<file path="config.mk">
export PLATFORM = sky130hd
export DESIGN_NAME = icsp_bit_serial_transfer
export DESIGN_NICKNAME = d
export VERILOG_FILES = /design/src/rtl/icsp_pkg.sv /design/src/rtl/icsp_step.sv /design/src/rtl/icsp_bit_serial_transfer.sv
export SDC_FILE = /design/constraint.sdc
export NUM_CORES = 1
export LEC_CHECK = 0
export BUFFER_PORTS_ARGS = -buffer_cell sky130_fd_sc_hd__buf_2
export CORE_UTILIZATION = 53
export DETAILED_ROUTE_END_ITERATION = 6
export GPL_TIMING_DRIVEN = 0
export PLACE_DENSITY_LB_ADDON = 0.12
export SLEW_MARGIN = 20
export SYNTH_ARGS = -nofsm -noshare
export SYNTH_HDL_FRONTEND = slang
export SYNTH_SLANG_ARGS = --single-unit
</file>
<file path="constraint.sdc">
create_clock -name clk -period 5.55 [get_ports clk]
set_input_delay 1.11 -clock clk [delete_from_list [all_inputs] [get_ports clk]]
set_output_delay 1.11 -clock clk [all_outputs]
set_load 0.01 [all_outputs]
</file>
<file path="src/rtl/icsp_pkg.sv">
`default_nettype none
// ----------------------------------------------------------------------------
// icsp_pkg
// Types and constants shared by the bit-serial programming master.
// ----------------------------------------------------------------------------
package icsp_pkg;

	localparam int LEN_W   = 7;
	localparam int DLY_W   = 8;
	localparam int CNT_W   = 9;
	localparam int BITS_W  = 64;
	localparam int POS_W   = 6;
	localparam int WORD_W  = 14;

	localparam logic [LEN_W-1:0] MAX_BITS  = 7'd64;
	localparam logic [DLY_W-1:0] MAX_DELAY = 8'd255;

	localparam int IN_DATA_W  = 88;
	localparam int OUT_DATA_W = 24;

	typedef enum logic {
		FUNC_TICK = 1'b0,
		FUNC_LOAD = 1'b1
	} func_t;

	typedef struct packed {
		func_t              func;
		logic               dat_in;
		logic               dir_in;
		logic [LEN_W-1:0]   bit_len;
		logic [DLY_W-1:0]   delay_ticks;
		logic               mclr_level;
		logic [BITS_W-1:0]  send_bits;
	} in_item_t;

	typedef struct packed {
		logic [CNT_W-1:0]   bit_count;
		logic               clk_level;
		logic               dat_level;
		logic [BITS_W-1:0]  shift_bits;
		logic               cur_dir_in;
		logic [LEN_W-1:0]   cur_len;
		logic [DLY_W-1:0]   cur_delay;
		logic               cur_mclr;
		logic               busy;
		logic               word_sent;
	} state_t;

	typedef struct packed {
		logic               clk_out;
		logic               dat_out;
		logic               dat_drive;
		logic               mclr_out;
		logic               word_valid;
		logic [WORD_W-1:0]  rx_word;
		logic               idle;
	} out_item_t;

endpackage
`default_nettype wire

</file>
<file path="src/rtl/icsp_step.sv">
`default_nettype none
// ----------------------------------------------------------------------------
// icsp_step
// Next-state and result logic for one tick or one descriptor load.
// ----------------------------------------------------------------------------
module icsp_step
	import icsp_pkg::*;
(
	input  wire in_item_t  item,
	input  wire state_t    st,
	output state_t         st_nx,
	output out_item_t      res
);

	logic [CNT_W-1:0]  total;
	logic [CNT_W-1:0]  len_ext;
	logic [POS_W-1:0]  pos;
	logic              word_valid;
	logic [WORD_W-1:0] word;

	assign len_ext = {{(CNT_W-LEN_W){1'b0}}, st.cur_len};
	assign total   = len_ext + {{(CNT_W-DLY_W){1'b0}}, st.cur_delay};
	assign pos     = st.bit_count[POS_W-1:0];

	always_comb begin
		st_nx      = st;
		word_valid = 1'b0;
		word       = '0;
		if (item.func == FUNC_LOAD) begin
			if (!st.busy) begin
				st_nx.cur_dir_in = item.dir_in;
				st_nx.cur_len    = (item.bit_len > MAX_BITS) ? MAX_BITS : item.bit_len;
				st_nx.cur_delay  = (item.delay_ticks > MAX_DELAY) ? MAX_DELAY
				                                                   : item.delay_ticks;
				st_nx.cur_mclr   = item.mclr_level;
				st_nx.shift_bits = item.send_bits;
				st_nx.bit_count  = '0;
				st_nx.word_sent  = 1'b0;
				st_nx.busy       = 1'b1;
			end
		end else if (st.busy) begin
			if (st.bit_count < len_ext) begin
				if (st.clk_level) begin
					st_nx.clk_level = 1'b0;
					if (st.cur_dir_in)
						st_nx.shift_bits[pos] = item.dat_in;
					st_nx.bit_count = st.bit_count + 1'b1;
				end else begin
					if (!st.cur_dir_in)
						st_nx.dat_level = st.shift_bits[pos];
					st_nx.clk_level = 1'b1;
				end
			end else if (st.bit_count < total) begin
				st_nx.bit_count = st.bit_count + 1'b1;
			end

			if (st.cur_dir_in && (st_nx.bit_count >= len_ext) && !st.word_sent) begin
				word_valid      = 1'b1;
				word            = st_nx.shift_bits[WORD_W:1];
				st_nx.word_sent = 1'b1;
			end

			if ((st_nx.bit_count >= total) && (!st.cur_dir_in || st_nx.word_sent))
				st_nx.busy = 1'b0;
		end
	end

	always_comb begin
		res.clk_out    = st_nx.clk_level;
		res.dat_out    = st_nx.dat_level;
		res.dat_drive  = !st_nx.cur_dir_in;
		res.mclr_out   = st_nx.cur_mclr;
		res.word_valid = word_valid;
		res.rx_word    = word;
		res.idle       = !st_nx.busy;
	end

endmodule
`default_nettype wire

</file>
<file path="src/rtl/icsp_bit_serial_transfer.sv">
`default_nettype none
// ----------------------------------------------------------------------------
// icsp_bit_serial_transfer
// Bit-serial programming-interface master driving clock, data and reset pins.
// ----------------------------------------------------------------------------
// Input channel s_*: s_tuser selects a timing tick (0) or a descriptor load (1).
// A descriptor carries direction, bit count, post-transfer delay, reset-pin
// level and up to 64 bits sent LSB first. Each tick advances the pin sequence
// by one half bit: data is set with the rising clock, reads sample on the fall.
// Descriptors that arrive while a transfer is in progress are dropped.
// Output channel m_*: exactly one result item per input item, giving the pin
// levels, the received 14-bit word on the tick it completes, and idle.
// Path: an input item is taken into the input register, and its result then
// goes into the result register, which drives m_tvalid. Throughput: one item
// per cycle while m_tready does not stall the result register, set by the
// combinational next-state logic between the two registers.
// When m_tready is low the result register holds and the input register
// absorbs one more item; s_tready then drops until the result is taken.
// Reset clears the transfer state: pins low, idle, no item pending.
// ----------------------------------------------------------------------------
module icsp_bit_serial_transfer
	import icsp_pkg::*;
(
	input  wire                   clk,
	input  wire                   arst_n,
	input  wire                   s_tvalid,
	output logic                  s_tready,
	// [0] dat_in, [1] dir_in, [8:2] bit_len, [16:9] delay_ticks,
	// [17] mclr_level, [81:18] send_bits, [87:82] zero
	input  wire  [IN_DATA_W-1:0]  s_tdata,
	// [0] func
	input  wire                   s_tuser,
	output logic                  m_tvalid,
	input  wire                   m_tready,
	// [0] clk_out, [1] dat_out, [2] dat_drive, [3] mclr_out, [4] word_valid,
	// [18:5] rx_word, [19] idle, [23:20] zero
	output logic [OUT_DATA_W-1:0] m_tdata
);

	in_item_t  item_s1;
	logic      valid_s1;
	state_t    st_q;
	state_t    st_nx;
	out_item_t res;
	out_item_t res_q;
	logic      out_free;
	logic      adv_s1;

	assign out_free = !m_tvalid || m_tready;
	assign adv_s1   = valid_s1 && out_free;
	assign s_tready = !valid_s1 || out_free;

	always_ff @(posedge clk or negedge arst_n) begin
		if (!arst_n) begin
			valid_s1 <= 1'b0;
		end else if (s_tready) begin
			valid_s1 <= s_tvalid;
		end
	end

	always_ff @(posedge clk) begin
		if (s_tready && s_tvalid) begin
			item_s1.func        <= func_t'(s_tuser);
			item_s1.dat_in      <= s_tdata[0];
			item_s1.dir_in      <= s_tdata[1];
			item_s1.bit_len     <= s_tdata[8:2];
			item_s1.delay_ticks <= s_tdata[16:9];
			item_s1.mclr_level  <= s_tdata[17];
			item_s1.send_bits   <= s_tdata[81:18];
		end
	end

	icsp_step u_step (
		.item  (item_s1),
		.st    (st_q),
		.st_nx (st_nx),
		.res   (res)
	);

	always_ff @(posedge clk or negedge arst_n) begin
		if (!arst_n) begin
			st_q     <= '0;
			m_tvalid <= 1'b0;
		end else begin
			if (adv_s1)
				st_q <= st_nx;
			if (out_free)
				m_tvalid <= valid_s1;
		end
	end

	always_ff @(posedge clk) begin
		if (adv_s1)
			res_q <= res;
	end

	assign m_tdata = {{(OUT_DATA_W-20){1'b0}}, res_q.idle, res_q.rx_word,
	                  res_q.word_valid, res_q.mclr_out, res_q.dat_drive,
	                  res_q.dat_out, res_q.clk_out};

	a_word_only_on_read: assert property (@(posedge clk) disable iff (!arst_n)
		m_tvalid && res_q.word_valid |-> !res_q.dat_drive)
		else $error("word delivered on a send transfer");

	a_count_bounded: assert property (@(posedge clk) disable iff (!arst_n)
		st_q.busy |-> ({1'b0, st_q.bit_count} <=
		               {3'b0, st_q.cur_len} + {2'b0, st_q.cur_delay}))
		else $error("bit count ran past transfer length");

	a_clk_high_mid_bit: assert property (@(posedge clk) disable iff (!arst_n)
		st_q.clk_level |-> st_q.busy && (st_q.bit_count < {2'b0, st_q.cur_len}))
		else $error("serial clock high outside a bit");

	a_read_done_has_word: assert property (@(posedge clk) disable iff (!arst_n)
		!st_q.busy && st_q.cur_dir_in |-> st_q.word_sent)
		else $error("read finished without delivering a word");

endmodule
`default_nettype wire
</file>
==> run metrics, run 1 <==
synth cell count leaders 105 x a21oi_1, 103 x edfxtp_1, 96 x dfrtp_1; Crit path arrival time 5.43 ns; routed wl met2 between 10 and 15 mm; largest net degree at the start of global routing 51; Top Ports ~120; Placer Congestion around 0.89; input/output buffers around 110; Synth cell types 74; post-place instance area around 0.011 mm2; number of synthesized register bits slightly below 200; Crit. End Element flop; DR vias/cell between 5 and 6; worst-case clock skew between 0.01 and 0.015 ns; Row Count 50; Initial Util 0.545; worst-margin pin slew 0.961 ns; Critical Path Start Type flop; area of the core around 0.019 mm2; CP Class reg -> reg; Area Overhead vs Synth 16.5%; area of the multi-input gates about 0.0045 mm2; EDFF count, synth ~100; clk buf depth 2; Antenna diodes 0; Die Span X 141 um; Slew HR 0.359; Area contributors post-synth edfxtp_1 30%, dfrtp_1 23%, a21oi_1 5.1%, ha_1 4.5%, a31oi_1 3.1%; final hold vios 0; Max Freq between 150 and 200 MHz; WP data required ~5.7 ns; fill count around 1,600; clock sink count about 200; Tmin final around 5.2 ns; CTS Root Cell clkbuf_16; Post-synth top flop edfxtp_1; worst hold path type reg -> reg; grt total ovfl 0; Synth Instances ~960; CTS tree yes; Met1 Wirelength about 12 mm; Async SR Flop Fraction 0.482; DRC errors left 0; DR vias approximately 8,000; Avg Inst Size Synth ~11 um2; setup_tns 0 ns; dominant cell type by area after synthesis edfxtp_1; 1st-iter DRT viols approximately 700; non-filler cells, final 1,375; Post-CTS Hold Buffers 0; pwr dens about 440 mW/mm2; Detail Placement HPWL about 18 mm; Max Used Layer met4; Die Height roughly 140 um; VDD IR max 0.000236 V; Seq/Total Area, Yosys 0.533; vias in the first global route 7,756; most common cell in the netlist a21oi_1; MaxCap Viol Count 0; Num CTS Buffers 17; worst hold start item_s1[66]; Cell Area, Synth between 0.01 and 0.015 mm2; die area roughly 0.020 mm2; GRT Total Usage 0.271; placed insts 1,336; outcome finished, final reports clean; H-tree depth 4; leakage roughly 0.0048 uW; Overall Power 5340 uW; layout cells sized above 1 0.201; first-pass GRT wire length slightly above 40 mm; unrepaired setup endpoints after global routing false; RR Startpoint st_q[3]; Nets approximately 1,200; initial antenna violation count 0; Routed WL between 20 and 30 mm; Final setup viols 0; Synth top area share 0.300; Final Slew Violations 0; yosys warns 0; crit path max fanout 4; Worst-Skew Late Latency 0.44 ns; WL met3 around 1.6 mm; fin area roughly 0.012 mm2; Sequential Area ~0.0055 mm2; DR WL/cell approximately 19 um; critical path startpoint st_q[3]; Post-DRT Antenna Nets 0; clock-pin slew on the worst setup and hold paths ~0.07 ns; post-route clock period utilization 0.946; Initial DRT Pass Iterations 5
[sequential cells by signal (all words and copies together), names as in the netlist]
name      flops
m_tvalid      1
st_q         94
valid_s1      1
m_tdata      20
item_s1      83
[logic make-up (layout without fill, tap and decap cells)]
logic type / Yosys count / count (layout) / share of synthesized area
compound gates: 345 / 345 / 0.217
simple gates: 244 / 244 / 0.121
flops: 199 / 199 / 0.533
buf+inv: 91 / 241 / 0.0368
fa+ha+maj: 38 / 38 / 0.0469
mux: 32 / 32 / 0.0331
xor+xnor: 12 / 12 / 0.0115
other cells: 1 / 4 / 0.000364
[stage by stage]
step           hold WS (ns)  worst slack (ns)  utilization
2_1_floorplan         0.442             0.342            -
3_3_place_gp          0.457            -0.401        0.592
3_5_place_dp          0.465            -0.453        0.596
4_1_cts               0.482            0.0742        0.632
5_1_grt               0.491          0.000924        0.635
6_report              0.480             0.301        0.635
[layout by cell type (no fill, tap or decap), types with 4 or more instances in the layout]
| cell type | instances |
|---|---|
| buf_2 | 119 |
| a21oi_1 | 105 |
| edfxtp_1 | 103 |
| dfrtp_1 | 96 |
| nor2_1 | 78 |
| nand2_1 | 71 |
| clkbuf_1 | 52 |
| a31oi_1 | 49 |
| o21ai_0 | 48 |
| o21bai_1 | 38 |
| ha_1 | 36 |
| a22oi_1 | 25 |
| nand2b_1 | 18 |
| inv_1 | 17 |
| clkbuf_16 | 17 |
| mux2_2 | 16 |
| mux2i_1 | 15 |
| a21o_1 | 14 |
| a2bb2oi_1 | 14 |
| buf_4 | 12 |
| nor2_4 | 10 |
| a22o_1 | 9 |
| nand4_1 | 8 |
| or3_1 | 7 |
| nor3_1 | 6 |
| nand3_1 | 6 |
| buf_1 | 5 |
| nor2b_1 | 5 |
| o211ai_1 | 5 |
| xor2_1 | 5 |
| and3_1 | 4 |
| nor3b_1 | 4 |
| and2_1 | 4 |
| or2_2 | 4 |
| a221oi_1 | 4 |
| nand3b_1 | 4 |
| conb_1 | 4 |
| clkinv_2 | 4 |
[worst max-delay path, stage by stage, from the launching register on]
cell       delay, ns
dfrtp_1         0.35
ha_2            0.21
inv_1           0.06
fa_2            0.36
nor2b_1         0.12
o21ai_0         0.11
a21oi_1         0.19
o21ai_0         0.11
nand2b_1        0.15
xnor2_2         0.10
ha_1            0.32
and2_1          0.15
nand2_1         0.07
o211ai_1        0.32
a31oi_4         0.08
a211oi_4        0.31
nor2_4          0.09
mux2_4          0.34
ha_1            0.28
a21o_1          0.16
a211o_1         0.29
a21oi_1         0.16
a211oi_1        0.06
o211ai_1        0.11
o2111ai_1       0.16
a31oi_2         0.23
o22ai_1         0.11
[final timing paths]
path                                     to  slack (ns)  cells after the start
worst max-delay path            m_tdata[19]        0.30                     26
worst min-delay path                st_q[4]        0.48                      1
worst max register to register  m_tdata[19]        0.30                     26
worst min register to register      st_q[4]        0.48                      1
max in group asynchronous          st_q[78]        4.32                      2
min in group asynchronous           st_q[9]        0.60                      1
[layout make-up]
cell class | instances | area share
plain buffers | 74 | 0.0270
repair buffers | 118 | 0.0551
clock buffers | 17 | 0.0354
multi-input cells | 675 | 0.376
flip-flops and latches | 199 | 0.458
clock inverters | 15 | 0.0161
inverters | 17 | 0.00532
well taps | 260 | 0.0271
[timing repair]
action / in CTS / in global routing
pin swaps: 3 / 7
endpoints found under the setup margin: 18 / 18
setup buffers: 4 / 3
resized for setup: 6 / 8
[layer usage]
| layer | vias to the layer above | GRT usage |
|---|---|---|
| li1 | 3852 | - |
| met1 | 3876 | 0.362 |
| met2 | 302 | 0.442 |
| met3 | 60 | 0.0537 |
| met4 | 0 | 0.0956 |
| met5 | - | 0 |
[where the power goes]
part | internal [uW] | switching [uW]
registers | 1910 | 211
logic | 780 | 1110
clock network | 723 | 600
Power figures use the tool's default switching activity.
==> inputs of run 2 (changes only) <==
CORE_UTILIZATION = 54   (was 53)
RECOVER_POWER = 100   (was default)
SLEW_MARGIN = default   (was 20)
SYNTH_HIERARCHICAL = 1   (was default)
==> run 2 against run 1 <==
The flow now finishes with violations (max-capacitance violations, max-slew violations). Final area increased by 14%. Non-clock buffer count increased by 12. Sequential share of layout area decreased by 5.6 points. Critical endpoint unchanged. Largest power group is now combinational cells. Final cell count increased by 5.4%. Worst hold slack improved by 0.022 ns.
==> run metrics, run 2 <==
number of synthesized register bits slightly below 200; commonest non-fill, non-tap cell in the layout edfxtp_1; Crit. End Element flop; Final setup viols 0; CTS tree yes; Top Ports around 120; worst-margin pin slew roughly 2 ns; Area Overhead vs Synth 14.3%; Final Slew Violations around 160; clk buf depth 2; post-route clock period utilization 0.956; most frequent cells in the layout 103 x edfxtp_1, 96 x dfrtp_1, 94 x mux2i_1; DRC errors left 0; Synth cell types between 60 and 70; Async SR Flop Fraction 0.482; Num CTS Buffers 17; Die Span X between 150 and 200 um; Detail Placement HPWL slightly above 20 mm; crit path max fanout 5; Max Freq around 190 MHz; CP Class reg -> reg; fill count 1,764; Crit path arrival time roughly 5.5 ns; EDFF count, synth 103; Avg Inst Size Synth around 12 um2; CTS Root Cell clkbuf_16; die area around 0.023 mm2; WP data required between 5 and 6 ns; VDD IR max between 0.0002 and 0.00025 V; Placer Congestion between 0.8 and 0.9; leakage a little under 0.006 uW; Nets around 1,300; largest net degree at the start of global routing between 60 and 70; Layout Utilization 0.628; DR vias about 9,000; Post-CTS Hold Buffers 0; layout cells sized above 1 0.267; Area contributors post-synth edfxtp_1 26%, dfrtp_1 20%, mux2i_1 7.9%, mux2_4 6.2%, mux2_2 5.9%; worst hold path type reg -> reg; Largest Register st_q; Overall Power 6700 uW; most common cell in the netlist edfxtp_1; DR vias/cell a little over 6; vias in the first global route between 8,000 and 9,000; Row Count 54; area of the multi-input gates around 0.0061 mm2; Post-DRT Antenna Nets 0; synth cell count leaders 103 x edfxtp_1, 96 x dfrtp_1, 94 x mux2i_1; Routed WL ~31 mm; DR WL/cell ~21 um; first-pass GRT wire length approximately 48 mm; 1st-iter DRT viols about 800; clock sink count 199; Worst-Skew Late Latency ~0.44 ns; R2R setup slack 0.24 ns; initial antenna violation count 0; area of the core 0.0218 mm2; pwr dens 490 mW/mm2; Synth Instances about 1,000; outcome finished with violations; Initial DRT Pass Iterations 5; yosys warns 6; Initial Util 0.550; Synth top area share 0.259; Critical Path Start Type flop; grt total ovfl 0; Antenna diodes 0; Slew HR -0.308; dominant cell type by area after synthesis edfxtp_1; failing checks max-capacitance violations, max-slew violations; number of flip-flops in the largest register 94; H-tree depth 4; Tmin final roughly 5.3 ns; Post-synth top flop edfxtp_1; final hold vios 0; clock-pin slew on the worst setup and hold paths about 0.070 ns; input/output buffers 108; Seq/Total Area, Yosys 0.460; worst-case clock skew approximately 0.009 ns; Cell Area, Synth around 0.012 mm2; Sequential Area around 0.0055 mm2; Die Height roughly 150 um; MaxCap Viol Count 3; GRT Total Usage 0.276
run 2: metal layers:
| metal | vias to the layer above | wire length (um) | track usage |
|---|---|---|---|
| li1 | 4093 | - | - |
| met1 | 4397 | 13200 | 0.376 |
| met2 | 352 | 14400 | 0.434 |
| met3 | 63 | 2040 | 0.0554 |
| met4 | 0 | 929 | 0.106 |
| met5 | - | 0 | 0 |
run 2: worst max-delay path, stage by stage, from the launching register on:
cell	delay, ns
dfrtp_1	0.42
ha_1	0.40
nor2b_1	0.17
o21ai_1	0.19
a21oi_2	0.08
o21ai_1	0.13
nand2b_1	0.12
and2_4	0.19
o21ai_4	0.17
ha_4	0.24
o21ai_0	0.11
a21oi_2	0.11
o41ai_2	0.43
buf_4	0.25
buf_6	0.13
and3_1	0.19
nand2_2	0.11
xnor2_2	0.20
ha_1	0.33
a21oi_2	0.19
nand2_1	0.07
mux2_4	0.27
a311o_1	0.39
a21o_1	0.17
run 2: stage by stage:
step	area [um2]	TNS (ns)	setup WS, ns	instances	hold slack, ns
floorplan	12000	0	0.460	1018	0.474
CTS	13500	0	0.000453	1441	0.510
global placement	12900	-0.816	-0.145	1406	0.485
global route	13700	-0.124	-0.0501	1449	0.543
detailed placement	12900	-0.705	-0.139	1408	0.493
finish	13700	0	0.245	1449	0.502
run 2: final cells by class:
| type | count | share of cell area |
|---|---|---|
| Tap cell | 280 | 0.0256 |
| Clock inverter | 9 | 0.00806 |
| Buffer | 84 | 0.0291 |
| Multi-Input combinational cell | 718 | 0.449 |
| Inverter | 17 | 0.00467 |
| Clock buffer | 22 | 0.0363 |
| Sequential cell | 199 | 0.402 |
| Timing Repair Buffer | 120 | 0.0452 |
run 2: logic make-up (layout without fill, tap and decap cells):
group / Yosys count / count (layout) / synth area share
AOI/OAI and AO/OA: 244 / 244 / 0.139
xor gates and xnor gates: 13 / 13 / 0.0113
adders and majority gates: 35 / 35 / 0.0373
buffers and inverters: 101 / 252 / 0.0396
DFF: 199 / 199 / 0.460
muxes: 222 / 222 / 0.230
other: 1 / 4 / 0.000314
and+or+nand+nor: 200 / 200 / 0.0828
run 2: path summary, 6_finish.rpt:
check                              endpoint      from  depth (start not counted)
worst max-delay path            m_tdata[19]  st_q[13]                         23
min in group asynchronous           st_q[6]    arst_n                          1
worst max register to register  m_tdata[19]  st_q[13]                         23
worst min-delay path               m_tvalid  valid_s1                          1
worst min register to register     m_tvalid  valid_s1                          1
max in group asynchronous          st_q[37]    arst_n                          2
run 2: where the power goes:
group          total [uW]  switching, uW  internal [uW]
Sequential           2230            331           1900
Clock                1280            583            693
Combinational        3190           1580           1620
run 2: repair_timing:
action,in CTS,in global routing
setup buffers,2,7
pin swaps,0,22
setup endpoints to repair,13,18
cloned,0,1
resized for setup,4,33
==> inputs of run 3 (changes only) <==
CORE_UTILIZATION = 53   (was 54)
SYNTH_HIERARCHICAL = default   (was 1)
==> run 3 against run 2 <==
The flow still finishes with violations (max-capacitance violations, max-slew violations). Worst hold slack got worse by 0.027 ns. Final cell count is 5.2% lower. Critical path depth is 3 higher. Sequential share of layout area is 6.2 points higher. Worst setup slack improved by 0.025 ns. Via count down 7.3%. Clock power shrank 3%. Fmax rose by 0.48%. Flip-flop and latch count is the same. First-iteration DRC count is 21% lower. Critical endpoint unchanged.
==> run metrics, run 3 (same netlist as run 1, synthesis figures left out) <==
input/output buffers approximately 110; failing checks max-capacitance violations, max-slew violations; clk buf depth 2; VDD IR max 0.000243 V; Area Overhead vs Synth 14.9%; clock sink count between 150 and 200; Reg power frac 0.404; unrepaired setup endpoints after global routing false; number of flip-flops in the largest register 94; net switching share of the total power 0.374; Top Ports about 120; Initial Util 0.545; vias in the first global route roughly 7,800; Routed WL between 20 and 30 mm; worst hold path type reg -> reg; WHS Path Cells 2; post-route clock period utilization 0.951; Die Span X 141 um; DR vias around 8,300; Initial DRT Pass Iterations 5; worst-case clock skew approximately 0.010 ns; placed insts 1,336; area of the core 0.0189 mm2; Antenna diodes 0; CTS tree yes; Largest Register st_q; layout cells sized above 1 0.164; Worst-Skew Late Latency between 0.4 and 0.5 ns; Slew HR -0.933; FF-to-FF path depth 26; grt total ovfl 0; fill count 1,611; Final Slew Violations a little under 90; Overall Power 5230 uW; MaxCap Viol Count 2; Num CTS Buffers 17; Layout Utilization 0.627; leakage roughly 0.0046 uW; Clk pwr share 0.237; DR WL/cell 19.2 um; Die Height approximately 140 um; DR vias/cell roughly 6.0; WP data required 5.74 ns; Nets 1,231; GRT Total Usage 0.273; Detail Placement HPWL between 15 and 20 mm; worst-margin pin slew about 2.9 ns; DRC errors left 0; final hold vios 0; CTS Root Cell clkbuf_16; H-tree depth 4; crit path max fanout 4; P_sw ~2000 uW; Crit path arrival time about 5.5 ns; combinational power share 0.359; initial antenna violation count 0; Int Power approximately 3300 uW; Max Freq approximately 190 MHz; commonest non-fill, non-tap cell in the layout a21oi_1; Post-CTS Hold Buffers 0; outcome finished with violations; Crit. End Element flop; most frequent cells in the layout 104 x a21oi_1, 103 x edfxtp_1, 96 x dfrtp_1; largest net degree at the start of global routing approximately 50; first-pass GRT wire length about 42 mm; Tmin final around 5.3 ns; Placer Congestion about 0.89; CP Class reg -> reg; die area ~0.02 mm2; setup_tns 0 ns; Post-DRT Antenna Nets 0; pwr dens around 440 mW/mm2; Worst Hold Slack 0.476 ns; clock-pin slew on the worst setup and hold paths 0.08 ns; Critical Path Start Type flop; 1st-iter DRT viols ~620; non-filler cells, final ~1,400; Final setup viols 0; Row Count 50
-- run 3: changes by cell type in the layout (fill, tap and decap cells not counted), sizes merged, moves of 16 or more --
cell / previous run / this run
a21boi: 40 / 0
a21oi: 86 / 106
a22oi: 3 / 25
a311oi: 40 / 1
a31oi: 1 / 52
mux2: 112 / 17
mux2i: 94 / 15
mux4: 16 / 0
nor2: 40 / 89
o21ai: 32 / 51
o21bai: 1 / 38
-- run 3: power by group through the flow --
stage	logic (uW)	clock network, uW	registers (uW)
5_1_grt	2080	1310	2150
6_report	1880	1240	2120
4_1_cts	1840	1250	2110
3_5_place_dp	1780	0	2140
3_3_place_gp	1720	0	2140
2_1_floorplan	1310	0	2080
-- run 3: path summary, 6_finish.rpt --
kind / endpoint / slack, ns / from
min in group asynchronous: st_q[9] / 1.59 / arst_n
max in group asynchronous: st_q[55] / 2.31 / arst_n
setup / recovery: m_tdata[19] / 0.27 / st_q[11]
hold reg to reg: st_q[2] / 0.48 / st_q[2]
setup reg to reg: m_tdata[19] / 0.27 / st_q[11]
hold / removal: st_q[2] / 0.48 / st_q[2]
-- run 3: layout make-up --
class	instances	area, um2	share of cell area
clock inverter	15	163	0.0137
tap	260	325	0.0275
timing repair buffer	116	588	0.0497
multi-input combinational	675	4460	0.377
buffer	74	317	0.0267
sequential	199	5500	0.464
inverter	17	63.8	0.00539
clock buffer	17	425	0.0359
-- run 3: repair_timing --
item                       4_1_cts  5_1_grt
setup endpoints to repair       18       18
setup buffers                    4        1
pin swaps                        3        7
gates resized for setup          6       12
-- run 3: worst max-delay path, cell delays in order (launching register included) --
cell and delay [ns]:
dfrtp_1 0.36, ha_2 0.21, inv_1 0.06, fa_2 0.36, nor2b_1 0.13, o21ai_0 0.12
a21oi_1 0.20, o21ai_0 0.11, nand2b_1 0.15, xnor2_2 0.15, ha_1 0.28, and2_1 0.18
o2111ai_1 0.09, o211ai_1 0.18, a31oi_4 0.24, a211oi_4 0.10, nor2_4 0.20, mux2_4 0.35
ha_1 0.27, a21o_1 0.16, a211o_1 0.29, a21oi_1 0.15, a211oi_1 0.06, o211ai_1 0.11
o2111ai_1 0.16, a31oi_2 0.23, o22ai_1 0.11
-- run 3: layer usage --
| layer | part of all wire | vias up | global-route usage |
|---|---|---|---|
| met3 | 0.067 | 62 | 0.0513 |
| met2 | 0.47 | 346 | 0.433 |
| li1 | - | 3849 | - |
| met4 | 0.029 | 0 | 0.114 |
| met5 | 0 | - | 0 |
| met1 | 0.43 | 3994 | 0.371 |
-- run 3: per-stage QoR --
| step | instance area (um2) | worst slack (ns) |
|---|---|---|
| after floorplan | 10300 | 0.342 |
| after global placement | 11200 | -0.401 |
| after detailed placement | 11300 | -0.454 |
| after CTS | 11900 | 0.0633 |
| after global routing | 11800 | 0.0239 |
| final | 11800 | 0.270 |
